<file path="src/hdl/gct_pkg.sv">
package gct_pkg;

    localparam int COORD_WIDTH_DEF = 16;
    localparam int OP_WIDTH        = 2;
    localparam int M_TDATA_WIDTH   = 8;

    typedef enum logic [OP_WIDTH-1:0] {
        OP_RECT_RECT  = 2'd0,
        OP_RECT_POINT = 2'd1,
        OP_RECT_SEG   = 2'd2,
        OP_SEG_SEG    = 2'd3
    } op_t;

    // Sign of a value held as two flags; both low means zero.
    typedef struct packed {
        logic pos;
        logic neg;
    } sign_t;

    function automatic sign_t sgn_mul(input sign_t a, input sign_t b);
        sign_t r;
        r.pos = (a.pos & b.pos) | (a.neg & b.neg);
        r.neg = (a.pos & b.neg) | (a.neg & b.pos);
        return r;
    endfunction

    // True when both signs are nonzero and equal, i.e. their product is positive.
    function automatic logic same_side(input sign_t a, input sign_t b);
        return (a.pos & b.pos) | (a.neg & b.neg);
    endfunction

endpackage

</file>
<file path="src/hdl/gct_cross_unit.sv">
module gct_cross_unit #(
    parameter int DIFF_WIDTH = gct_pkg::COORD_WIDTH_DEF + 1
) (
    input  logic                           aclk,
    input  logic                           en,
    input  logic signed [DIFF_WIDTH-1:0]   ex,
    input  logic signed [DIFF_WIDTH-1:0]   ey,
    input  logic signed [DIFF_WIDTH-1:0]   fx,
    input  logic signed [DIFF_WIDTH-1:0]   fy,
    output logic signed [2*DIFF_WIDTH-1:0] p_out,
    output logic signed [2*DIFF_WIDTH-1:0] q_out
);

    logic signed [2*DIFF_WIDTH-1:0] p_reg, p_next;
    logic signed [2*DIFF_WIDTH-1:0] q_reg, q_next;

    // The two terms of the cross product, kept exact.
    assign p_next = ex * ey;
    assign q_next = fx * fy;

    always_ff @(posedge aclk) begin
        if (en) begin
            p_reg <= p_next;
            q_reg <= q_next;
        end
    end

    assign p_out = p_reg;
    assign q_out = q_reg;

endmodule

</file>
<file path="config.mk">
export PLATFORM = sky130hd
export DESIGN_NAME = gct_cross_unit
export DESIGN_NICKNAME = d
export VERILOG_FILES = /design/src/hdl/gct_pkg.sv /design/src/hdl/gct_cross_unit.sv
export SDC_FILE = /design/constraint.sdc
export NUM_CORES = 2
export LEC_CHECK = 0
export BUFFER_PORTS_ARGS = -buffer_cell sky130_fd_sc_hd__buf_2
export CAP_MARGIN = 20
export CORE_UTILIZATION = 25
export DETAILED_ROUTE_END_ITERATION = 8
export PLACE_DENSITY = 0.44
export SLEW_MARGIN = 25
export SYNTH_ARGS = -nofsm -noshare
export SYNTH_HDL_FRONTEND = slang
export SYNTH_SLANG_ARGS = --single-unit
</file>
<file path="constraint.sdc">
create_clock -name aclk -period 13 [get_ports aclk]
set_input_delay 0.65 -clock aclk [delete_from_list [all_inputs] [get_ports aclk]]
set_output_delay 0.65 -clock aclk [all_outputs]
set_load 0.03 [all_outputs]
</file>
# After elaboration in Yosys (flattened, before gate mapping)
# Index checks and enable logic that the tools add are counted.
dict set report classes {
  mul 2
}
# cell count
set op_table {}
lappend op_table {{$mul 17x17->34} 2}
dict set report totals {
  register_bits 68
  input_bits 70
  out_inout_bits 68
  elab_cells 4
}

# Logic depth before layout (Yosys ltp)
dict set report depth {
  word_depth 1
  depth_mapped 24
  ltp_nobuf 23
}

# Worst setup path after synthesis
# Ideal clock, no wire load.
dict set report synth_timing {
  path_kind {input to register}
  start {input port ey[2]}
  end {register p_reg[26] (netlist: p_out[26]), data pin}
  setup_time_ns 0.271
  arrival_time_ns 6.110
  required_ns 12.729
  path_slack_ns 6.620
  path_stages 21
  path_buffers 1
  cell_sequence {clkbuf_1 nand2_1 fa_1 fa_1 fa_1 inv_1 fa_1 fa_1 inv_1 fa_1 inv_1 ha_1 a21o_1 a21o_1 a21oi_1 o21ai_1 a221o_1 a31oi_1 o21ai_2 a2111oi_0 nor3b_1}
}
dict set report synth_between {
  elab_chain_len 1
}
# item line
set synth_rtl {}
lappend synth_rtl {{from (decl)} gct_cross_unit.sv:7} ;# input logic signed [DIFF_WIDTH-1:0] ey,
lappend synth_rtl {{$mul 17x17->34} gct_cross_unit.sv:18} ;# assign p_next = ex * ey;
lappend synth_rtl {{named net p_next[26]} gct_cross_unit.sv:14} ;# logic signed [2*DIFF_WIDTH-1:0] p_reg, p_next;
lappend synth_rtl {{to (signal assigned)} gct_cross_unit.sv:23} ;# p_reg <= p_next;
lappend synth_rtl {{to (decl)} gct_cross_unit.sv:14}
# The timed path passes the listed nets, and every way through them passes these cells.
# A chain may end at the register's enable or synchronous reset.

# Worst setup path in the final report
dict set report layout_timing {
  start {input port fx[11]}
  end {register q_reg[22] (netlist: q_out[22]), data pin}
}
dict set report layout_between {
  elab_chain_len 1
}
# item line
set layout_rtl {}
lappend layout_rtl {{from (decl)} gct_cross_unit.sv:8} ;# input logic signed [DIFF_WIDTH-1:0] fx,
lappend layout_rtl {{$mul 17x17->34} gct_cross_unit.sv:19} ;# assign q_next = fx * fy;
lappend layout_rtl {{named net q_next[22]} gct_cross_unit.sv:15} ;# logic signed [2*DIFF_WIDTH-1:0] q_reg, q_next;
lappend layout_rtl {{to (signal assigned)} gct_cross_unit.sv:24} ;# q_reg <= q_next;
lappend layout_rtl {{to (decl)} gct_cross_unit.sv:15}
# The timed path passes the listed nets, and every way through them passes these cells.

==> out/qor.csv <==
metric;value;unit
Arr. time, crit path;7.13;ns
Slew @ Worst Pin;0.998;ns
final worst path period share;0.543;
Slew Limit Fails;0;
Slew headroom;0.331;
Hold Path End;q_out[10];
share of layout cells above drive strength 1;0.0670;
post-synth top area cell;fa_1;
status;complete, no violations;
P&R area growth vs syn;9.61;%
total CTS buffers;9;
Syn Nets;3247;
Post-synth EDFFs;68;
Hold Path Depth;1;
routability cong.;0.784;
Worst EP required;13.07;ns
H-tree levels;3;
hold_sp;en;
critical-path cell list;buf_2 > nand2_1 > fa_1 > fa_1 > inv_1 > fa_1 > inv_1 > fa_1 > fa_1 > fa_1 > inv_1 > ha_1 > and3_1 > nand3_1 > a211oi_1 > o211ai_1 > a21oi_1 > o31ai_1 > o311ai_0;
DRC;0;
Hold-fix buffers, CTS;0;
DR WL/cell;16.5;µm
post-DP HPWL;50800;µm
Avg Cell Area, Syn;9.81;µm²
initial antenna violation count;3;
#FFs+latches synth;68;
Site Rows;112;
ranking of synthesized cells by area;fa_1 (50%), inv_1 (9.4%), ha_1 (9.0%), edfxtp_1 (8.6%), and2_1 (7.7%);
Synth top area share;0.500;
# Post-CTS Setup Buffers;0;
Max-cap violations;0;
Crit-path slowest cell;a211oi_1;
global-route usage over all layers;0.137;
grt ovf;0;
Core Region;93600;µm²
commonest non-fill, non-tap cell in the layout;inv_1;
RSZ-0062 raised after global routing;false;
Post-synth ARST share;0;
Post-CTS Resized;0;
Port Buffers;137;
chip height;310;µm
Period minus WS final;7.06;ns
vias in the first global route;17500;
Placed Cells;3730;
synthesized area;23700;µm²
Detail Route Antenna Nets;0;
die area;96000;µm²
setup_tns;0;ns
DR vias;15900;
drt first pass iters;7;
critical path endpoint category;register;
CTS Sinks;68;
final setup fails;0;
Clock Path Buffers;2;
clock slew at reported path FFs;0.07;ns
predominant post-synthesis flop cell;edfxtp_1;
Worst Path Max Fanout;17;
io pins;138;
drt initial violations;727;
largest net degree at the start of global routing;46;
CTS tree;built;
Hold WC Path Type;in -> reg;
Final Instance Count excl. Fillers;3746;
first-pass GRT wire length;101000;µm
crit start category;primary input;
Root Driver;clkbuf_16;
WL final;61700;µm
Synth Warn #;0;
Yosys cell types;63;
sequential fraction of the synthesis area;0.0862;
Vias/cell;4.25;
most frequent cells in the layout;inv_1 (596), fa_1 (592), and2_1 (292);
cell mode on critical path;fa_1;
Fin. Hold Viols;0;
Die Wd;310;µm
# diodes;0;
Starting Density;0.253;
fmax;142;MHz
Post-Syn Instances;2415;
WP buf/inv;4;
CP delay by family, top;adder cells;
Final Net Count;3319;
Setup CP Type;in -> reg;
Critical Path Max Stage Delay;0.79;ns
==> state kept, by name, indices dropped and copies added (netlist names) <==
name and count:
p_out 34, q_out 34
==> routing by layer <==
layer  up-vias  global-route usage  part of all wire
met1      8372               0.189              0.46
met3        40              0.0177             0.036
met4         0              0.0213             0.011
met2       234               0.234              0.50
li1       7272                   -                 -
met5         -                   0                 0
==> layout make-up <==
class	count	area (µm²)
repair buffers	138	696
well taps	1254	1570
inverters	596	2240
flip-flops and latches	68	2040
clock inverters	7	75.1
fillers	10100	67600
multi-input cells	1674	19100
clock buffers	9	225
==> worst max path at each step <==
stage	start	to	slack, ns	depth (start not counted)
2_1_floorplan	ey[2]	p_out[26]	6.62	21
3_3_place_gp	fy[8]	q_out[22]	5.75	21
3_5_place_dp	fy[8]	q_out[22]	5.61	21
4_1_cts	fy[8]	q_out[22]	6.01	21
5_1_grt	fx[11]	q_out[22]	5.65	19
6_report	fx[11]	q_out[22]	5.94	19
==> stage by stage <==
stage | area, µm² | setup slack, ns | util | hold WS (ns)
2_1_floorplan | 23700 | 6.62 | - | 0.762
6_report | 26000 | 5.94 | 0.277 | 0.734
4_1_cts | 26000 | 6.01 | 0.277 | 0.710
3_3_place_gp | 25700 | 5.75 | 0.274 | 1.12
5_1_grt | 26000 | 5.65 | 0.277 | 0.726
3_5_place_dp | 25700 | 5.61 | 0.274 | 1.12
==> logic make-up after synthesis <==
family	after synthesis	share of synthesized area
buffers and inverters	673	0.107
adder cells (fa/ha/maj)	762	0.590
AO/OA/AOI/OAI	159	0.0457
XOR/XNOR	66	0.0244
flip-flops	68	0.0862
AND/OR/NAND/NOR	687	0.147
==> cells in the mapped netlist, types with 3 or more instances <==
library cell / number
inv_1: 596
fa_1: 592
and2_1: 292
nand2_1: 277
ha_1: 170
clkbuf_1: 76
edfxtp_1: 68
xnor2_1: 55
nor2_1: 48
a21oi_1: 41
a21o_1: 25
o21ai_0: 24
nand2b_1: 13
o21a_1: 11
xor2_1: 11
a211oi_1: 10
nand3_1: 10
nor3_1: 9
a31oi_1: 7
and3_1: 7
or3_1: 7
nor2b_1: 5
o21bai_1: 5
a21boi_0: 4
nor4_1: 3
o211ai_1: 3
o21ai_1: 3
Power is left out: the tool's default activity adds up to more than one toggle a clock period on the data nets, which glitch-free logic cannot reach.
